[src/hdl/sfk_pkg.sv]
`timescale 1ns / 1ps
// ----------------------------------------------------------------------------
// sfk_pkg
// Shared types and constants for the skeleton forward kinematics block.
// ----------------------------------------------------------------------------
package sfk_pkg;

  localparam logic CMD_LOAD = 1'b0;
  localparam logic CMD_POSE = 1'b1;

  localparam logic signed [31:0] ONE_Q16 = 32'sh0001_0000;

  // controller -> datapath commands
  typedef struct packed {
    logic        ld_item;    // capture item fields
    logic        a_rd;       // issue A memory read (bind or world)
    logic        a_world;    // A comes from world table (else bind)
    logic        rot_en;     // write rotation element idx into B
    logic        copy_b;     // B <= A (local = bind)
    logic        mac_en;     // compute element idx of A*B into C
    logic        c_to_b;     // B <= C
    logic        wr_world;   // write B element idx to world table
    logic        out_load;   // load output row from B
    logic [3:0]  idx;        // element index
    logic [1:0]  row;        // output row
  } sfk_cmd_t;

  // saturate a 64-bit value to 32 bits
  function automatic logic signed [31:0] sat32(input logic signed [63:0] v);
    logic signed [63:0] mx;
    logic signed [63:0] mn;
    begin
      mx = 64'sh0000_0000_7FFF_FFFF;
      mn = -64'sh0000_0000_8000_0000;
      if (v > mx) sat32 = 32'sh7FFF_FFFF;
      else if (v < mn) sat32 = 32'sh8000_0000;
      else sat32 = v[31:0];
    end
  endfunction

endpackage

[src/hdl/sfk_ctrl.sv]
`timescale 1ns / 1ps
// ----------------------------------------------------------------------------
// sfk_ctrl
// Sequencer: reads the bind matrix, builds rotation, runs up to two matrix
// products one element a step, writes world rows and hands out four rows.
// ----------------------------------------------------------------------------
module sfk_ctrl (
  input  logic              clk,
  input  logic              rst,
  input  logic              in_valid,
  output logic              in_ready,
  input  logic              command,
  input  logic              jnt_ok,
  input  logic              has_pose,
  input  logic              par_ok,
  output logic              out_valid,
  input  logic              out_ready,
  output sfk_pkg::sfk_cmd_t cmd
);

  localparam logic [3:0] S_IDLE  = 4'd0;
  localparam logic [3:0] S_RDB   = 4'd1;  // read bind into A
  localparam logic [3:0] S_ROT   = 4'd2;  // build rotation in B
  localparam logic [3:0] S_MUL1  = 4'd3;  // C = bind * rot
  localparam logic [3:0] S_CP1   = 4'd4;  // B = local
  localparam logic [3:0] S_RDW   = 4'd5;  // read parent world into A
  localparam logic [3:0] S_MUL2  = 4'd6;  // C = world * local
  localparam logic [3:0] S_CP2   = 4'd7;
  localparam logic [3:0] S_WR    = 4'd8;  // store world
  localparam logic [3:0] S_OUT   = 4'd9;  // emit rows

  logic [3:0] state;
  logic [3:0] state_next;
  logic [4:0] cnt;
  logic [4:0] cnt_next;
  logic       pose;
  logic       pose_next;
  logic       par;
  logic       par_next;
  logic       ovalid;
  logic       ovalid_next;

  assign in_ready  = (state == S_IDLE);
  assign out_valid = ovalid;

  // Next-state and command decode
  always_comb begin
    state_next  = state;
    cnt_next    = cnt;
    pose_next   = pose;
    par_next    = par;
    ovalid_next = ovalid;
    cmd         = '0;
    cmd.idx     = cnt[3:0];
    cmd.row     = cnt[1:0];
    unique case (state)
      S_IDLE: begin
        if (in_valid) begin
          cmd.ld_item = 1'b1;
          if (command == sfk_pkg::CMD_POSE && jnt_ok) begin
            pose_next  = has_pose;
            par_next   = par_ok;
            cnt_next   = '0;
            state_next = S_RDB;
          end
        end
      end
      S_RDB: begin
        // read data is registered; cnt counts 0..16
        cmd.a_rd = (cnt < 5'd16);
        if (cnt == 5'd16) begin
          cnt_next   = '0;
          state_next = pose ? S_ROT : S_CP1;
        end else begin
          cnt_next = cnt + 5'd1;
        end
      end
      S_ROT: begin
        cmd.rot_en = 1'b1;
        cnt_next   = cnt + 5'd1;
        if (cnt == 5'd15) begin
          cnt_next   = '0;
          state_next = S_MUL1;
        end
      end
      S_MUL1: begin
        cmd.mac_en = 1'b1;
        cnt_next   = cnt + 5'd1;
        if (cnt == 5'd15) begin
          cnt_next   = '0;
          state_next = S_CP1;
        end
      end
      S_CP1: begin
        if (pose) cmd.c_to_b = 1'b1;
        else      cmd.copy_b = 1'b1;
        cnt_next   = '0;
        state_next = par ? S_RDW : S_WR;
      end
      S_RDW: begin
        cmd.a_rd    = (cnt < 5'd16);
        cmd.a_world = 1'b1;
        if (cnt == 5'd16) begin
          cnt_next   = '0;
          state_next = S_MUL2;
        end else begin
          cnt_next = cnt + 5'd1;
        end
      end
      S_MUL2: begin
        cmd.mac_en = 1'b1;
        cnt_next   = cnt + 5'd1;
        if (cnt == 5'd15) begin
          cnt_next   = '0;
          state_next = S_CP2;
        end
      end
      S_CP2: begin
        cmd.c_to_b = 1'b1;
        cnt_next   = '0;
        state_next = S_WR;
      end
      S_WR: begin
        cmd.wr_world = 1'b1;
        cnt_next     = cnt + 5'd1;
        if (cnt == 5'd15) begin
          cnt_next    = '0;
          cmd.out_load = 1'b1;
          cmd.row      = 2'd0;
          ovalid_next  = 1'b1;
          state_next   = S_OUT;
        end
      end
      S_OUT: begin
        if (out_ready) begin
          if (cnt[1:0] == 2'd3) begin
            ovalid_next = 1'b0;
            cnt_next    = '0;
            state_next  = S_IDLE;
          end else begin
            cmd.out_load = 1'b1;
            cmd.row      = cnt[1:0] + 2'd1;
            cnt_next     = cnt + 5'd1;
          end
        end
      end
      default: state_next = S_IDLE;
    endcase
  end

  // State registers
  always_ff @(posedge clk) begin
    if (rst) begin
      state  <= S_IDLE;
      cnt    <= '0;
      pose   <= 1'b0;
      par    <= 1'b0;
      ovalid <= 1'b0;
    end else begin
      state  <= state_next;
      cnt    <= cnt_next;
      pose   <= pose_next;
      par    <= par_next;
      ovalid <= ovalid_next;
    end
  end

endmodule

[config.mk]
export PLATFORM = sky130hd
export DESIGN_NAME = sfk_ctrl
export DESIGN_NICKNAME = d
export VERILOG_FILES = /design/src/hdl/sfk_pkg.sv /design/src/hdl/sfk_ctrl.sv
export SDC_FILE = /design/constraint.sdc
export NUM_CORES = 1
export LEC_CHECK = 0
export ABC_CLOCK_PERIOD_IN_PS = 2200
export BUFFER_PORTS_ARGS = -buffer_cell sky130_fd_sc_hd__buf_2
export CELL_PAD_IN_SITES_DETAIL_PLACEMENT = 1
export CELL_PAD_IN_SITES_GLOBAL_PLACEMENT = 1
export CORE_MARGIN = 3
export CORE_UTILIZATION = 37
export DETAILED_ROUTE_END_ITERATION = 8
export PLACE_DENSITY = 0.81
export SLEW_MARGIN = 5
export SYNTH_ARGS = -nofsm -noshare
export SYNTH_HDL_FRONTEND = slang
export SYNTH_SLANG_ARGS = --single-unit
[constraint.sdc]
create_clock -name clk -period 2.2 [get_ports clk]
set_input_delay 0.11 -clock clk [delete_from_list [all_inputs] [get_ports clk]]
set_output_delay 0.11 -clock clk [all_outputs]
set_load 0.05 [all_outputs]
==> key figures, run 1 <==
Global route
  – Pin count of the biggest net entering global routing: 18
  – Initial antenna violation count: 0
  – First-pass GRT wire length: 5090 µm
  – GRT Total Usage: 19.7%
  – Remaining Overflow, GRT: 0
  – Vias in the first global route: 991

Timing
  – Slew headroom: 60.4%
  – F_max: 491 MHz
  – Post-route setup slack: 0.164 ns
  – Final hold viol count: 0
  – Setup TNS: 0 ns
  – Tmin final: 2.04 ns
  – Slew Limit Fails: 0
  – Crit share post-route: 92.5%
  – Final setup violating endpoints: 0
  – Least-Margin Pin Slew: 0.593 ns
  – Setup Skew: 0.000577 ns

Setup path
  – CP max-delay cell: dfxtp_4
  – Critical-path maximum fanout: 7
  – Reg2reg path depth: 5
  – FF-to-FF Start: state[1]$_SDFFE_PP0P_
  – Critical Path Sink Type: primary output
  – CP dominant cell by count: inv_1
  – CP arrival: 1.93 ns
  – CP endpoint: cmd[1]
  – Critical path origin: cnt[0]$_SDFFE_PP0P_
  – Worst Path Buf+Inv: 3
  – R2R Path End: cnt[2]$_SDFFE_PP0P_
  – Startpoint types: flip-flop
  – Max incr delay on CP: 0.40 ns
  – CP required: 2.09 ns
  – R2R setup slack: 0.27 ns
  – Crit path cell chain: ha_4 -> nand3_1 -> inv_1 -> ha_1 -> inv_1 -> o21ai_2 -> nand3_2 -> nand2_1 -> o21ai_0 -> buf_2
  – Stages on the worst setup path: 10
  – Top delay family on crit path: flip-flops
  – Critical path type: flip-flop to primary output

Run status
  – Status: finished clean

Route
  – DRC viols: 0
  – Final ANT Viol Nets: 0
  – Final wirelength: 3080 µm
  – Via density: 5.76
  – Via count: 1071
  – Avg WL per Cell: 16.6 µm
  – DRT iter0 DRCs: 39
  – DR pass1 iterations: 4

Logic synthesis
  – Area leader, netlist: dfxtp_1
  – Largest cells by area after synthesis: dfxtp_1, ha_1, nor2_1, nand2_1, o21ai_0
  – Post-synth top area share: 23.5%
  – Post-Syn Area per Cell: 7.52 µm²
  – Post-synthesis sequential area ratio: 23.5%
  – Post-synthesis adder-cell area fraction: 7.34%
  – Cell area after synthesis: 1020 µm²
  – Post-synthesis simple-gate area fraction: 30.2%
  – Largest family of logic cells by synthesized area: simple AND/OR/NAND/NOR gates
  – Synth cell types: 41
  – Multiplexer share of the synthesized area: 2.94%
  – Post-synth EDFFs: 0
  – Most used flip-flop cell after synthesis: dfxtp_1
  – Mapped Nets: 150
  – Number of cells produced by synthesis: 136
  – Post-Synth XOR/XNOR Area: 0.857%
  – Warnings, synthesis: 0
  – #FFs+latches synth: 12
  – Compound-Gate Fraction of Synth Area: 25.7%
  – Async set-reset flop share out of synthesis: 0%

Die
  – Die X: 58.6 µm
  – Full die area: 3430 µm²
  – Die Height: 58.6 µm
  – Placeable Area: 2540 µm²
  – FP Rows: 18
  – Ports: 25
  – Starting Density: 40.2%

Clock network
  – Htree depth: 1
  – Num CTS Buffers: 3
  – # hold bufs at CTS: 0
  – CTS clk-pin slew, worst paths: 0.08 ns
  – CTS root buf: clkbuf_4
  – Worst skew pair latency: 0.28 ns
  – Clock Sinks: 12
  – Longest Clk Path Bufs: 2
  – CTS tree: yes

Hold path
  – Hold Path Class: input port to flip-flop

Flow run
  – Maxcap violations: 0

Power and ir drop
  – Leak: 0.487 nW
  – Pwr dens: 990 nW/µm²
  – Final total power: 0.00120 W
  – Peak VDD IR: 0.551 mV

Layout
  – Nets@finish: 172
  – Layout area overhead: 18.5%
  – Design Area, Final: 1210 µm²
  – # diodes: 0
  – Layout cells sized above 1: 28.8%

Placement
  – Final HPWL DP: 2470 µm
  – Port-buffer cells: 24
  – Placer Congestion: 0.810
  – Post-place setup slack: 0.111 ns
  – Post-DP Area: 1160 µm²
==> routing by layer <==
| metal | GRT usage (%) | vias up | routed length [µm] |
|---|---|---|---|
| li1 | - | 518 | - |
| met4 | 9.60 | 0 | 67 |
| met3 | 3.07 | 7 | 172 |
| met2 | 29.3 | 34 | 1350 |
| met1 | 27.5 | 512 | 1490 |
| met5 | 0 | - | 0 |
==> cell usage in the layout, fill, tap and decap left out, types with 2 or more instances in the layout <==
| cell type | n |
|---|---|
| nand3_1 | 4 |
| nand2_1 | 16 |
| dfxtp_1 | 9 |
| buf_4 | 3 |
| a22oi_1 | 2 |
| a22o_1 | 2 |
| buf_2 | 23 |
| nor3b_1 | 2 |
| and2_1 | 2 |
| a21oi_1 | 9 |
| dfxtp_4 | 2 |
| o21ai_0 | 10 |
| inv_1 | 9 |
| nand2b_1 | 3 |
| clkbuf_4 | 4 |
| mux2i_1 | 3 |
| ha_1 | 5 |
| nor2_1 | 18 |
==> cell usage after synthesis, types with 2 or more instances <==
cell,n
nor2_1,18
nand2_1,16
dfxtp_1,12
o21ai_0,11
a21oi_1,9
inv_1,9
ha_1,6
nand3_1,5
buf_4,4
clkbuf_1,3
mux2i_1,3
nand2b_1,3
a211oi_1,2
a22o_1,2
a22oi_1,2
and2_1,2
buf_2,2
nor3_1,2
nor3b_1,2
nor4_1,2
==> worst register-to-register path, delay by kind of cell (launching register included) <==
family | cells | cell delay (ns)
AOI/OAI and AO/OA | 4 | 0.99
DFF | 1 | 0.70
and+or+nand+nor | 1 | 0.17
==> power by group <==
part           switching [W]  leakage (nW)  internal, W
Combinational       0.000493         0.375     0.000232
Sequential         0.0000787        0.0992     0.000250
Clock              0.0000824        0.0138    0.0000637
Total               0.000654         0.487     0.000545
==> through the flow <==
step                      cells  hold WS [ns]  util, %
after detailed placement    183         0.361     45.4
after CTS                   186        0.0671     47.0
after global routing        186        0.0992     47.6
after floorplan             136         0.257        -
after global placement      183         0.347     45.4
final                       186        0.0607     47.6
==> worst min-delay path by stage <==
stage,to,cells after the start,start
3_5_place_dp,par$_SDFFE_PP0P_,3,par_ok
3_3_place_gp,pose$_SDFFE_PP0P_,3,has_pose
5_1_grt,pose$_SDFFE_PP0P_,3,has_pose
2_1_floorplan,par$_SDFFE_PP0P_,2,par_ok
6_report,par$_SDFFE_PP0P_,3,par_ok
4_1_cts,par$_SDFFE_PP0P_,3,par_ok
==> sequential cells by signal, indices dropped and copies added (netlist names) <==
| name | cells |
|---|---|
| cnt | 5 |
| state | 4 |
| out_valid | 1 |
| par | 1 |
| pose | 1 |
==> kinds of logic (layout without fill, tap and decap cells) <==
family	Yosys count	in the layout
AO/OA/AOI/OAI	37	37
XOR/XNOR	1	1
AND/OR/NAND/NOR	58	58
flip-flops	12	12
buffers and inverters	19	39
multiplexers	3	3
adder cells (fa/ha/maj)	6	6
==> timing repair <==
item                       CTS  global route
buffers inserted             0             0
gates resized for setup      5             6
cloned                       0             0
setup endpoints to repair    2             3
pin swaps                    0             1
==> layout make-up <==
class | count | area (µm²)
Fill cell | 342 | 1330
Multi-Input combinational cell | 105 | 723
Sequential cell | 12 | 249
Timing Repair Buffer | 27 | 145
Tap cell | 30 | 37.5
Inverter | 9 | 33.8
Clock buffer | 3 | 22.5
No activity file was read; power rests on OpenSTA's default activity.
==> inputs of run 2 (changes only) <==
- CTS_BUF_LIST: not set -> sky130_fd_sc_hd__clkbuf_16
==> run 2 against run 1 <==
Non-clock buffer count did not move. Global-route usage rose by 1.6 points. Register-to-register slack got worse by 0.02 ns. Critical path depth did not move. Core utilization rose by 2.0 points. Via count rose by 2.0%. Die area did not move. Cell count did not move. Flip-flop and latch count did not move. Critical path type unchanged. Critical endpoint is now cmd[0]. Highest routed layer unchanged.
==> key figures, run 2 (synthesis gave the netlist of run 1 again) <==
Route
  – DRT iter0 DRCs: 31
  – Final wirelength: 3280 µm
  – DR pass1 iterations: 4
  – Avg WL per Cell: 17.7 µm
  – Final ANT Viol Nets: 0
  – Via count: 1092
  – DRC viols: 0
  – Via density: 5.87

Layout
  – Multi-input gate area: 723 µm²
  – Fillers: 325
  – Reg with most FFs: cnt
  – Commonest non-fill, non-tap cell in the layout: buf_2
  – Layout cells sized above 1: 29.5%
  – Most frequent cells in the layout: buf_2, nor2_1, nand2_1
  – Util after Layout: 49.6%
  – # diodes: 0
  – Top flop regs: cnt x5, state x4
  – Nets@finish: 172
  – Layout area overhead: 23.5%
  – Max FFs per register: 5
  – Sequential cell area: 248 µm²

Hold path
  – Hold Path Class: input port to flip-flop

Timing
  – Tmin final: 2.02 ns
  – Final hold viol count: 0
  – Setup TNS: 0 ns
  – Crit share post-route: 91.6%
  – F_max: 496 MHz
  – Final setup violating endpoints: 0
  – Least-Margin Pin Slew: 0.582 ns
  – Setup Skew: 0.000512 ns
  – Slew Limit Fails: 0
  – Slew headroom: 60.8%
  – RSZ-0062 raised after global routing: false

Die
  – Starting Density: 40.2%
  – Die X: 58.6 µm
  – Die Height: 58.6 µm
  – Full die area: 3430 µm²
  – FP Rows: 18
  – Ports: 25
  – Placeable Area: 2540 µm²

Setup path
  – CP required: 2.09 ns
  – Startpoint types: flip-flop
  – Critical Path Sink Type: primary output
  – Critical path type: flip-flop to primary output
  – Critical-path maximum fanout: 6
  – CP arrival: 1.91 ns

Placement
  – Placer Congestion: 0.810
  – Final HPWL DP: 2470 µm
  – Port-buffer cells: 24

Clock network
  – # hold bufs at CTS: 0
  – CTS root buf: clkbuf_16
  – Num CTS Buffers: 3
  – Clock Sinks: 12
  – Post-CTS Setup Inserts: 0
  – Htree depth: 1
  – CTS clk-pin slew, worst paths: 0.04 ns
  – Longest Clk Path Bufs: 2
  – Worst skew pair latency: 0.24 ns
  – CTS tree: yes

Global route
  – Vias in the first global route: 1061
  – Initial antenna violation count: 0
  – Pin count of the biggest net entering global routing: 18
  – First-pass GRT wire length: 5470 µm
  – GRT Total Usage: 21.4%
  – Remaining Overflow, GRT: 0

Power and ir drop
  – Peak VDD IR: 0.684 mV
  – Pwr dens: 1110 nW/µm²
  – Leak: 0.511 nW

Flow run
  – Maxcap violations: 0

Run status
  – Status: finished clean
-- run 2: cell type report --
class	instances	area share, %
Timing Repair Buffer	27	11.5
Multi-Input combinational cell	105	57.3
Sequential cell	12	19.6
Inverter	9	2.68
Clock buffer	3	5.95
Tap cell	30	2.97
-- run 2: through the flow --
step                      setup WS (ns)  hold WS [ns]  cells  area (µm²)  power, W
after floorplan                   0.106         0.257    136        1040  0.000880
after global placement            0.250         0.347    183        1160   0.00102
after detailed placement          0.111         0.361    183        1160   0.00104
after CTS                        0.0241         0.114    186        1250   0.00139
after global routing             0.0178         0.166    186        1260   0.00148
final                             0.184         0.113    186        1260   0.00140
-- run 2: final timing paths --
kind / cells after the start / start / slack (ns) / to
worst min-delay path: 3 / par_ok / 0.11 / par$_SDFFE_PP0P_
worst max register to register: 9 / cnt[1]$_SDFFE_PP0P_ / 0.25 / state[0]$_SDFFE_PP0P_
worst max-delay path: 10 / cnt[1]$_SDFFE_PP0P_ / 0.18 / cmd[0]
worst min register to register: 2 / out_valid$_SDFFE_PP0P_ / 0.51 / out_valid$_SDFFE_PP0P_
-- run 2: metal layers --
metal	share of wire, %	GRT usage, %
met3	5.4	3.51
met4	3.4	11.6
met2	46	32.9
met5	0	0
met1	46	28.3
-- run 2: worst max-delay path, stage by stage, from the launching register on --
cell,delay (ns)
dfxtp_2,0.38
ha_4,0.19
nand3_1,0.12
inv_1,0.08
ha_1,0.19
inv_1,0.09
o21ai_2,0.14
nand3_2,0.11
nand2_1,0.08
o21ai_0,0.07
clkbuf_4,0.21
-- run 2: report_power, final --
group / switching (W) / total (W) / internal [W]
clock network: 0.0000941 / 0.000331 / 0.000237
registers: 0.0000787 / 0.000330 / 0.000251
logic: 0.000503 / 0.000735 / 0.000232
-- run 2: what timing repair did --
| action | in CTS | in global routing |
|---|---|---|
| pin swaps | 0 | 1 |
| gates resized for setup | 4 | 7 |
| gates cloned | 0 | 0 |
| endpoints found under the setup margin | 2 | 5 |
